$ cat src/rtl/positional_list_engine_defines.svh
// assertion macros for the positional list engine
// depends on clk_i and rst_ni being visible in the module that uses them
`ifndef POSITIONAL_LIST_ENGINE_DEFINES_SVH
`define POSITIONAL_LIST_ENGINE_DEFINES_SVH

// condition holds at every clock edge out of reset
`define PLE_ASSERT(label, cond, msg) \
  label: assert property (@(posedge clk_i) disable iff (!rst_ni) (cond)) else $error(msg);

// same-cycle implication
`define PLE_ASSERT_IMP(label, ante, cons, msg) \
  label: assert property (@(posedge clk_i) disable iff (!rst_ni) (ante) |-> (cons)) \
    else $error(msg);

// next-cycle implication
`define PLE_ASSERT_NXT(label, ante, cons, msg) \
  label: assert property (@(posedge clk_i) disable iff (!rst_ni) (ante) |=> (cons)) \
    else $error(msg);

`endif

$ cat src/rtl/ple_pkg.sv
// shared types and constants of the positional list engine
// no dependencies
package ple_pkg;

  localparam int CAPACITY = 32;
  localparam int IDX_W    = (CAPACITY > 1) ? $clog2(CAPACITY) : 1;
  localparam int CNT_W    = $clog2(CAPACITY + 1);
  localparam int DATA_W   = 32;
  localparam int POS_W    = 6;
  localparam int ST_W     = 3;
  localparam int CMP_W    = POS_W + CNT_W;

  typedef enum logic [1:0] {
    REQ_APPEND = 2'd0,
    REQ_SEARCH = 2'd1,
    REQ_UPDATE = 2'd2,
    REQ_DELETE = 2'd3
  } req_e;

  typedef enum logic [ST_W-1:0] {
    ST_OK        = 3'd0,
    ST_EMPTY     = 3'd1,
    ST_NOT_FOUND = 3'd2,
    ST_BAD_POS   = 3'd3,
    ST_FULL      = 3'd4
  } status_e;

  // one result beat handed from the sequencer to the output register
  typedef struct packed {
    logic             valid;
    status_e          status;
    logic [POS_W-1:0] found_position;
    logic             last;
  } push_t;

  // memory command from the sequencer
  typedef struct packed {
    logic              we;
    logic [IDX_W-1:0]  waddr;
    logic [DATA_W-1:0] wdata;
    logic              re;
    logic [IDX_W-1:0]  raddr;
  } mem_cmd_t;

endpackage

$ cat src/rtl/ple_req_if.sv
// request channel of the positional list engine
// depends on ple_pkg
interface ple_req_if;
  logic                              valid;
  logic                              ready;
  logic [1:0]                        req_type;
  logic signed [ple_pkg::DATA_W-1:0] value;
  logic [ple_pkg::POS_W-1:0]         position;

  modport source (output valid, output req_type, output value, output position, input ready);
  modport sink (input valid, input req_type, input value, input position, output ready);
endinterface

$ cat src/rtl/ple_rsp_if.sv
// result channel of the positional list engine
// depends on ple_pkg
interface ple_rsp_if;
  logic                      valid;
  logic                      ready;
  logic [ple_pkg::ST_W-1:0]  status;
  logic [ple_pkg::POS_W-1:0] found_position;
  logic                      last;

  modport source (output valid, output status, output found_position, output last, input ready);
  modport sink (input valid, input status, input found_position, input last, output ready);
endinterface

$ cat src/rtl/ple_ram.sv
// generic simple dual-port ram, one write and one registered read port
// no dependencies
module ple_ram #(
  parameter int DEPTH  = 32,
  parameter int DATA_W = 32,
  parameter int ADDR_W = 5
) (
  input  logic              clk_i,
  input  logic              we_i,
  input  logic [ADDR_W-1:0] waddr_i,
  input  logic [DATA_W-1:0] wdata_i,
  input  logic              re_i,
  input  logic [ADDR_W-1:0] raddr_i,
  output logic [DATA_W-1:0] rdata_o
);

  logic [DATA_W-1:0] mem_q [DEPTH];
  logic [DATA_W-1:0] rdata_q;

  always_ff @(posedge clk_i) begin
    if (we_i) begin
      mem_q[waddr_i] <= wdata_i;
    end
  end

  // read data holds while no read is issued
  always_ff @(posedge clk_i) begin
    if (re_i) begin
      rdata_q <= mem_q[raddr_i];
    end
  end

  assign rdata_o = rdata_q;

endmodule

$ cat src/rtl/ple_ctrl.sv
// request sequencer: dispatch, search scan and delete shift over the entry ram
// depends on ple_pkg, ple_req_if and positional_list_engine_defines.svh
`include "positional_list_engine_defines.svh"

module ple_ctrl (
  input  logic                           clk_i,
  input  logic                           rst_ni,
  ple_req_if.sink                        req_i,
  input  logic                           push_ok_i,
  output ple_pkg::push_t                 push_o,
  output ple_pkg::mem_cmd_t              mem_o,
  input  logic [ple_pkg::DATA_W-1:0]     rdata_i
);

  typedef enum logic [4:0] {
    S_IDLE  = 5'b00001,
    S_DISP  = 5'b00010,
    S_SCAN  = 5'b00100,
    S_SHIFT = 5'b01000,
    S_FIN   = 5'b10000
  } state_e;

  state_e                         state_q, state_d;
  logic [ple_pkg::CNT_W-1:0]      count_q, count_d;
  logic [ple_pkg::CNT_W-1:0]      rd_idx_q, rd_idx_d;
  logic [ple_pkg::CNT_W-1:0]      cmp_idx_q, cmp_idx_d;
  logic                           cmp_valid_q, cmp_valid_d;
  logic                           pend_q, pend_d;
  logic [ple_pkg::POS_W-1:0]      pend_pos_q, pend_pos_d;

  ple_pkg::req_e                  req_q;
  logic [ple_pkg::DATA_W-1:0]     value_q;
  logic [ple_pkg::POS_W-1:0]      pos_q;

  logic                           full;
  logic                           empty;
  logic                           bad_pos;
  logic                           more;
  logic                           match;
  logic                           stall;
  logic [ple_pkg::POS_W-1:0]      pos_m1;

  assign req_i.ready = (state_q == S_IDLE);

  assign full    = (count_q == ple_pkg::CNT_W'(ple_pkg::CAPACITY));
  assign empty   = (count_q == '0);
  assign bad_pos = (pos_q == '0) ||
                   (ple_pkg::CMP_W'(pos_q) > ple_pkg::CMP_W'(count_q));
  assign more    = (rd_idx_q < count_q);
  assign match   = (rdata_i == value_q);
  assign pos_m1  = pos_q - 1'b1;
  // a second match cannot retire the held one while the output is busy
  assign stall   = cmp_valid_q && match && pend_q && !push_ok_i;

  always_comb begin
    state_d     = state_q;
    count_d     = count_q;
    rd_idx_d    = rd_idx_q;
    cmp_idx_d   = cmp_idx_q;
    cmp_valid_d = cmp_valid_q;
    pend_d      = pend_q;
    pend_pos_d  = pend_pos_q;

    push_o.valid          = 1'b0;
    push_o.status         = ple_pkg::ST_OK;
    push_o.found_position = '0;
    push_o.last           = 1'b1;

    mem_o.we    = 1'b0;
    mem_o.waddr = ple_pkg::IDX_W'(count_q);
    mem_o.wdata = value_q;
    mem_o.re    = 1'b0;
    mem_o.raddr = ple_pkg::IDX_W'(rd_idx_q);

    case (state_q)
      S_IDLE: begin
        if (req_i.valid) begin
          state_d = S_DISP;
        end
      end

      S_DISP: begin
        case (req_q)
          ple_pkg::REQ_APPEND: begin
            if (push_ok_i) begin
              push_o.valid = 1'b1;
              state_d      = S_IDLE;
              if (full) begin
                push_o.status = ple_pkg::ST_FULL;
              end else begin
                mem_o.we              = 1'b1;
                count_d               = ple_pkg::CNT_W'(count_q + 1'b1);
                push_o.found_position = ple_pkg::POS_W'(count_q + 1'b1);
              end
            end
          end
          default: begin
            if (empty) begin
              if (push_ok_i) begin
                push_o.valid  = 1'b1;
                push_o.status = ple_pkg::ST_EMPTY;
                state_d       = S_IDLE;
              end
            end else if (req_q == ple_pkg::REQ_SEARCH) begin
              rd_idx_d    = '0;
              cmp_valid_d = 1'b0;
              pend_d      = 1'b0;
              state_d     = S_SCAN;
            end else if (bad_pos) begin
              if (push_ok_i) begin
                push_o.valid  = 1'b1;
                push_o.status = ple_pkg::ST_BAD_POS;
                state_d       = S_IDLE;
              end
            end else if (req_q == ple_pkg::REQ_UPDATE) begin
              if (push_ok_i) begin
                mem_o.we     = 1'b1;
                mem_o.waddr  = ple_pkg::IDX_W'(pos_m1);
                push_o.valid = 1'b1;
                state_d      = S_IDLE;
              end
            end else begin
              // delete: pull entries after the hole down by one
              rd_idx_d    = ple_pkg::CNT_W'(pos_q);
              cmp_valid_d = 1'b0;
              state_d     = S_SHIFT;
            end
          end
        endcase
      end

      S_SCAN: begin
        if (!stall) begin
          if (cmp_valid_q && match) begin
            if (pend_q) begin
              push_o.valid          = 1'b1;
              push_o.found_position = pend_pos_q;
              push_o.last           = 1'b0;
            end
            pend_d     = 1'b1;
            pend_pos_d = ple_pkg::POS_W'(cmp_idx_q + 1'b1);
          end
          if (more) begin
            mem_o.re    = 1'b1;
            cmp_idx_d   = rd_idx_q;
            rd_idx_d    = ple_pkg::CNT_W'(rd_idx_q + 1'b1);
            cmp_valid_d = 1'b1;
          end else begin
            cmp_valid_d = 1'b0;
            state_d     = S_FIN;
          end
        end
      end

      S_SHIFT: begin
        if (cmp_valid_q) begin
          mem_o.we    = 1'b1;
          mem_o.waddr = ple_pkg::IDX_W'(cmp_idx_q - 1'b1);
          mem_o.wdata = rdata_i;
        end
        if (more) begin
          mem_o.re    = 1'b1;
          cmp_idx_d   = rd_idx_q;
          rd_idx_d    = ple_pkg::CNT_W'(rd_idx_q + 1'b1);
          cmp_valid_d = 1'b1;
        end else begin
          cmp_valid_d = 1'b0;
          state_d     = S_FIN;
        end
      end

      S_FIN: begin
        if (push_ok_i) begin
          push_o.valid = 1'b1;
          state_d      = S_IDLE;
          if (req_q == ple_pkg::REQ_SEARCH) begin
            if (pend_q) begin
              push_o.found_position = pend_pos_q;
            end else begin
              push_o.status = ple_pkg::ST_NOT_FOUND;
            end
          end else begin
            count_d = ple_pkg::CNT_W'(count_q - 1'b1);
          end
        end
      end

      default: begin
        state_d = S_IDLE;
      end
    endcase
  end

  always_ff @(posedge clk_i or negedge rst_ni) begin
    if (!rst_ni) begin
      state_q     <= S_IDLE;
      count_q     <= '0;
      rd_idx_q    <= '0;
      cmp_idx_q   <= '0;
      cmp_valid_q <= 1'b0;
      pend_q      <= 1'b0;
      pend_pos_q  <= '0;
    end else begin
      state_q     <= state_d;
      count_q     <= count_d;
      rd_idx_q    <= rd_idx_d;
      cmp_idx_q   <= cmp_idx_d;
      cmp_valid_q <= cmp_valid_d;
      pend_q      <= pend_d;
      pend_pos_q  <= pend_pos_d;
    end
  end

  // request payload, captured on the accepted beat
  always_ff @(posedge clk_i) begin
    if (req_i.valid && req_i.ready) begin
      req_q   <= ple_pkg::req_e'(req_i.req_type);
      value_q <= req_i.value;
      pos_q   <= req_i.position;
    end
  end

  `PLE_ASSERT(a_count_bound, count_q <= ple_pkg::CNT_W'(ple_pkg::CAPACITY), "count beyond capacity")
  `PLE_ASSERT_IMP(a_push_room, push_o.valid, push_ok_i, "result pushed into a full output stage")
  `PLE_ASSERT_IMP(a_no_idle_write, state_q == S_IDLE, !mem_o.we, "ram written while idle")
  `PLE_ASSERT_IMP(a_read_in_range, mem_o.re, rd_idx_q < count_q, "ram read beyond list")
  `PLE_ASSERT_NXT(a_count_hold, state_q == S_SCAN || state_q == S_SHIFT, $stable(count_q),
    "count changed during a scan or shift")

endmodule

$ cat src/rtl/positional_list_engine.sv
// top level of the positional list engine: entry ram, sequencer, result register
// depends on ple_pkg, ple_req_if, ple_rsp_if, ple_ram and ple_ctrl
//
// Ordered list of up to ple_pkg::CAPACITY signed 32-bit values, numbered from
// position 1, served one request at a time. The values sit in a single
// synchronous ram with one read and one write port; the length lives in a
// register and is cleared by reset, so no clearing pass runs and entries past
// the length are never read. Append, update and any error pass through
// accept, dispatch and the result register. A search walks the list one
// entry per cycle through the ram read port, holding while a match waits on a
// stalled result channel (accept, dispatch, count reads and compares, final
// beat, result register); it returns one beat per matching position,
// ascending, with last on the final beat, or a single not-found beat. A delete
// shifts every entry behind the removed one down by one, read and write
// overlapped. A new request is accepted as soon as the sequencer is idle,
// even while the last result beat still waits in the output register.
module positional_list_engine (
  input  logic      clk_i,
  input  logic      rst_ni,
  ple_req_if.sink   req_i,
  ple_rsp_if.source rsp_o
);

  ple_pkg::push_t              push;
  ple_pkg::mem_cmd_t           mem_cmd;
  logic [ple_pkg::DATA_W-1:0]  rdata;
  logic                        push_ok;

  // result register state
  logic                        out_valid_q;
  logic [ple_pkg::ST_W-1:0]    out_status_q;
  logic [ple_pkg::POS_W-1:0]   out_pos_q;
  logic                        out_last_q;

  // the output stage takes a beat when empty or drained this cycle
  assign push_ok = !out_valid_q || rsp_o.ready;

  ple_ram #(
    .DEPTH  (ple_pkg::CAPACITY),
    .DATA_W (ple_pkg::DATA_W),
    .ADDR_W (ple_pkg::IDX_W)
  ) u_ram (
    .clk_i   (clk_i),
    .we_i    (mem_cmd.we),
    .waddr_i (mem_cmd.waddr),
    .wdata_i (mem_cmd.wdata),
    .re_i    (mem_cmd.re),
    .raddr_i (mem_cmd.raddr),
    .rdata_o (rdata)
  );

  ple_ctrl u_ctrl (
    .clk_i     (clk_i),
    .rst_ni    (rst_ni),
    .req_i     (req_i),
    .push_ok_i (push_ok),
    .push_o    (push),
    .mem_o     (mem_cmd),
    .rdata_i   (rdata)
  );

  always_ff @(posedge clk_i or negedge rst_ni) begin
    if (!rst_ni) begin
      out_valid_q <= 1'b0;
    end else if (push.valid) begin
      out_valid_q <= 1'b1;
    end else if (rsp_o.ready) begin
      out_valid_q <= 1'b0;
    end
  end

  // result payload, loaded only when the sequencer hands over a beat
  always_ff @(posedge clk_i) begin
    if (push.valid) begin
      out_status_q <= push.status;
      out_pos_q    <= push.found_position;
      out_last_q   <= push.last;
    end
  end

  assign rsp_o.valid          = out_valid_q;
  assign rsp_o.status         = out_status_q;
  assign rsp_o.found_position = out_pos_q;
  assign rsp_o.last           = out_last_q;

endmodule

$ cat src/flat_wrapper.sv
// flat-port wrapper written by rule: the top's interface ports become plain ports
module positional_list_engine_flat 
  (clk_i, rst_ni, req_i_valid, req_i_req_type, req_i_value, req_i_position, req_i_ready, rsp_o_valid, rsp_o_status, rsp_o_found_position, rsp_o_last, rsp_o_ready);
  ple_req_if req_i_i ();
  ple_rsp_if rsp_o_i ();
  input  logic clk_i;
  input  logic rst_ni;
  input wire logic [$bits(req_i_i.valid)-1:0] req_i_valid;
  input wire logic [$bits(req_i_i.req_type)-1:0] req_i_req_type;
  input wire logic [$bits(req_i_i.value)-1:0] req_i_value;
  input wire logic [$bits(req_i_i.position)-1:0] req_i_position;
  output wire logic [$bits(req_i_i.ready)-1:0] req_i_ready;
  output wire logic [$bits(rsp_o_i.valid)-1:0] rsp_o_valid;
  output wire logic [$bits(rsp_o_i.status)-1:0] rsp_o_status;
  output wire logic [$bits(rsp_o_i.found_position)-1:0] rsp_o_found_position;
  output wire logic [$bits(rsp_o_i.last)-1:0] rsp_o_last;
  input wire logic [$bits(rsp_o_i.ready)-1:0] rsp_o_ready;
  assign req_i_i.valid = req_i_valid;
  assign req_i_i.req_type = req_i_req_type;
  assign req_i_i.value = req_i_value;
  assign req_i_i.position = req_i_position;
  assign req_i_ready = req_i_i.ready;
  assign rsp_o_valid = rsp_o_i.valid;
  assign rsp_o_status = rsp_o_i.status;
  assign rsp_o_found_position = rsp_o_i.found_position;
  assign rsp_o_last = rsp_o_i.last;
  assign rsp_o_i.ready = rsp_o_ready;
  positional_list_engine u_core (.clk_i(clk_i), .rst_ni(rst_ni), .req_i(req_i_i), .rsp_o(rsp_o_i));
endmodule
$ cat config.mk
export PLATFORM = sky130hd
export DESIGN_NAME = positional_list_engine_flat
export DESIGN_NICKNAME = d
export VERILOG_FILES = /design/src/rtl/ple_pkg.sv /design/src/rtl/ple_req_if.sv /design/src/rtl/ple_rsp_if.sv /design/src/rtl/ple_ram.sv /design/src/rtl/ple_ctrl.sv /design/src/rtl/positional_list_engine.sv /design/src/flat_wrapper.sv
export VERILOG_INCLUDE_DIRS = /design/src /design/src/rtl
export SDC_FILE = /design/constraint.sdc
export NUM_CORES = 1
export LEC_CHECK = 0
export CAP_MARGIN = 20
export CELL_PAD_IN_SITES_DETAIL_PLACEMENT = 0
export CELL_PAD_IN_SITES_GLOBAL_PLACEMENT = 1
export CORE_ASPECT_RATIO = 0.6
export CORE_MARGIN = 8
export CORE_UTILIZATION = 61
export DETAILED_ROUTE_END_ITERATION = 6
export DONT_BUFFER_PORTS = 1
export GPL_ROUTABILITY_DRIVEN = 0
export PLACE_DENSITY = 0.93
export SYNTH_ARGS = -nofsm -noshare
export SYNTH_HDL_FRONTEND = slang
export SYNTH_SLANG_ARGS = --single-unit
$ cat constraint.sdc
create_clock -name clk_i -period 19.7 [get_ports clk_i]
set_clock_uncertainty 0.15 [all_clocks]
set_input_delay 3.94 -clock clk_i [delete_from_list [all_inputs] [get_ports clk_i]]
set_output_delay 3.94 -clock clk_i [all_outputs]
set_load 0.02 [all_outputs]
==> key figures <==
Timing
  • Final Hold Vio Count: 0
  • Max Fclk: 0.141 GHz
  • Tcrit/Tclk final: 36.1%
  • Clock period minus worst slack: 7.11 ns
  • Max Slew Vio Count: 0
  • Rel. slew slack: 16.6%
  • Final setup fails: 0
  • TNS Setup: 0 ns
  • Worst Hold Slack: 0.379 ns
  • Worst slew pin tran: 1.25 ns
  • RSZ-0062 raised after global routing: false

Worst setup path
  • Crit path max-delay cell type: nor4_2
  • Buffers & Inverters on Critical Path: 1
  • Type of origin of the critical path: input port
  • CP Cell Sequence: nor2b_1 > a211oi_1 > and4_1 > o31ai_1 > or2_0 > nor4_2 > buf_4
  • Critical Path Sink Type: flop
  • WS Path Type: in2reg
  • Worst-path fanout max: 26
  • WP data required: 19.88 ns
  • Largest stage delay on the critical path: 1.00 ns
  • Top delay family on crit path: simple AND/OR/NAND/NOR gates
  • Arr. time, crit path: 7.29 ns

Drt
  • TritonRoute pass-1 iters: 7
  • DRT iter0 DRCs: 4,709
  • DR vias: 23,376
  • DRT Wirelength: 127,000 µm
  • Final ANT Viol Nets: 0
  • # DRC: 5
  • Vias per inst: 7.48
  • Post-DR wirelength/cell: 40.7 µm

Yosys
  • Mapped Nets: 2,066
  • Ys flop type: edfxtp_1
  • Post-synth cell types: 72
  • Seq/Total Area, Yosys: 75.6%
  • Top cells by count, synth: edfxtp_1 (1,106), mux4_2 (320), clkbuf_1 (74)
  • Main area contributors after synthesis: edfxtp_1 (74%), mux4_2 (16%), mux2_2 (1.8%)
  • EDFF count, synth: 1,106
  • Synth area leader: edfxtp_1
  • Most frequent cell after synthesis: edfxtp_1
  • Yosys top cell area share: 73.8%
  • Fraction of registers with async set/reset: 2.81%
  • Cell count after synthesis: 2,003
  • Syn_area_per_cell: 22.5 µm²
  • Syn. warnings: 0
  • Post-Syn Area: 0.0450 mm²
  • #FFs+latches synth: 1,138

Finish
  • FF+latch area: 0.0340 mm²
  • Design Area, Final: 0.0497 mm²
  • FILL cells: 4,257
  • Share of cells above drive strength 1: 30.0%
  • Nets: 2,114
  • Area of the multi-input gates: 0.0107 mm²
  • Post-synthesis to final-layout area growth: 10.5%

Global route
  • Number of global-route vias before repair: 22,172
  • GRT Util Overall: 30.3%
  • GRT overflow: 0
  • Largest net degree at the start of global routing: 146
  • Initial antenna violation count: 22
  • First-pass GRT wire length: 175,000 µm

Clock tree
  • Clock sinks: 1,138
  • Total clock buffers created by CTS: 97
  • Clock Tree Buf Depth: 3
  • # hold bufs at CTS: 0
  • Clock Latency Late Sink: 0.69 ns
  • CTS clk-pin slew, worst paths: 0.07 ns
  • Max H-tree Level: 3
  • CTS tree: yes
  • Post-CTS sizing: 0
  • Post-CTS Setup Inserts: 0
  • Root buffer cell: clkbuf_16

Outcome
  • Status: finished, violations left
  • Failing checks: DRC

Die
  • Core outline area: 0.0733 mm²
  • IO Pins: 56
  • Starting Density: 61.3%
  • Floorplan row count: 77
  • Die width: 367 µm
  • Die area: 0.0830 mm²
  • Die height: 226 µm

Placement
  • Placed instance area: 0.0464 mm²
  • Final HPWL DP: 76,400 µm
  • Port Buffers: 0

Power
  • Tot Pwr: 0.00695 W
  • Leak: 15.6 nW
  • Pwr/cell area: 140 mW/mm²
  • VDD IR-drop max: 0.103 mV

Job
  • Max Cap Viol: 0

Min path
  • HP Class: reg2reg
==> sequential cells by signal, summed over array words and instances, names as in the netlist <==
register and cells:
u_core.rsp_o.found_position 6, u_core.rsp_o.last 1, u_core.rsp_o.status 3, u_core.rsp_o.valid 1, u_core.u_ctrl.cmp_idx_q 6, u_core.u_ctrl.cmp_valid_q 1, u_core.u_ctrl.count_q 6, u_core.u_ctrl.pend_pos_q 6
u_core.u_ctrl.pend_q 1, u_core.u_ctrl.pos_q 6, u_core.u_ctrl.rd_idx_q 6, u_core.u_ctrl.req_q 2, u_core.u_ctrl.state_q 5, u_core.u_ctrl.value_q 32, u_core.u_ram.mem_q 1024, u_core.u_ram.rdata_o 32
==> per-layer routing <==
metal	up-vias	GRT usage, %	part of all wire (%)
li1	8619	-	-
met1	12111	42.9	35
met2	2300	42.9	43
met3	334	13.6	18
met4	12	9.48	3.9
met5	-	0	0.084
==> logic make-up after synthesis <==
family	share of synthesized area, %
and+or+nand+nor	2.26
xor gates and xnor gates	1.03
adders and majority gates	0.529
buffers and inverters	1.08
DFF	75.6
muxes	17.8
AOI/OAI and AO/OA	1.63
==> through the flow <==
step	util, %	setup WS, ns	std cells
floorplan	-	10.37	2003
global placement	63.2	12.00	2932
detailed placement	63.3	11.70	2933
CTS	67.7	12.38	3116
global route	67.8	12.54	3122
finish	67.8	12.59	3126
==> power by group <==
group	leakage, nW	total, W	switching, W	internal, W
clock network	1.56	0.00198	0.000891	0.00109
logic	3.70	0.00195	0.00118	0.000777
registers	10.4	0.00301	0.000184	0.00283
==> worst reg2reg max path, stage by stage (launching register included) <==
cell and delay (ns):
dfrtp_1 0.57, nand3b_1 0.24, or4_2 1.10, o31a_1 0.33, a22oi_1 0.40, a22o_1 0.82, o21ai_1 0.64, nor3_2 0.37
buf_4 0.49
==> cell usage in the layout (no fill, tap or decap), drive strengths merged, types with 5 or more instances in the layout <==
| cell | n |
|---|---|
| a21oi | 22 |
| clkinv | 40 |
| edfxtp | 1106 |
| nor3b | 7 |
| nand2b | 7 |
| nor4 | 28 |
| inv | 20 |
| nand3 | 23 |
| clkbuf | 118 |
| mux2 | 72 |
| xor2 | 36 |
| nor3 | 23 |
| buf | 55 |
| bufinv | 13 |
| xnor2 | 17 |
| nand2 | 14 |
| clkinvlp | 7 |
| and3 | 5 |
| nor2 | 32 |
| or2 | 6 |
| a22o | 8 |
| mux4 | 320 |
| nand4 | 5 |
| nor4b | 5 |
| a31oi | 9 |
| dfrtp | 31 |
| ha | 19 |
| o21ai | 25 |
==> cell type report <==
type / count / area share (%)
Antenna cell: 4 / 0.0201
Clock buffer: 118 / 5.08
Clock inverter: 65 / 1.42
Inverter: 15 / 0.113
Multi-Input combinational cell: 744 / 21.5
Sequential cell: 1138 / 68.5
Tap cell: 987 / 2.48
Timing Repair Buffer: 55 / 0.931
==> final timing paths <==
kind	start	end	slack, ns	cells after the start
min in group asynchronous	rst_ni	u_core.u_ctrl.pend_pos_q[0]	2.79	0
worst max-delay path	rsp_o_ready	u_core.u_ram.mem_q[0][0]	12.59	7
max in group asynchronous	rst_ni	u_core.u_ctrl.state_q[0]	16.43	0
worst min register to register	u_core.u_ctrl.pend_pos_q[1]	u_core.u_ctrl.pend_pos_q[1]	0.38	1
worst max register to register	u_core.u_ctrl.cmp_valid_q	u_core.u_ram.mem_q[18][3]	14.20	8
worst min-delay path	u_core.u_ctrl.pend_pos_q[1]	u_core.u_ctrl.pend_pos_q[1]	0.38	1
Power figures use the tool's default switching activity.
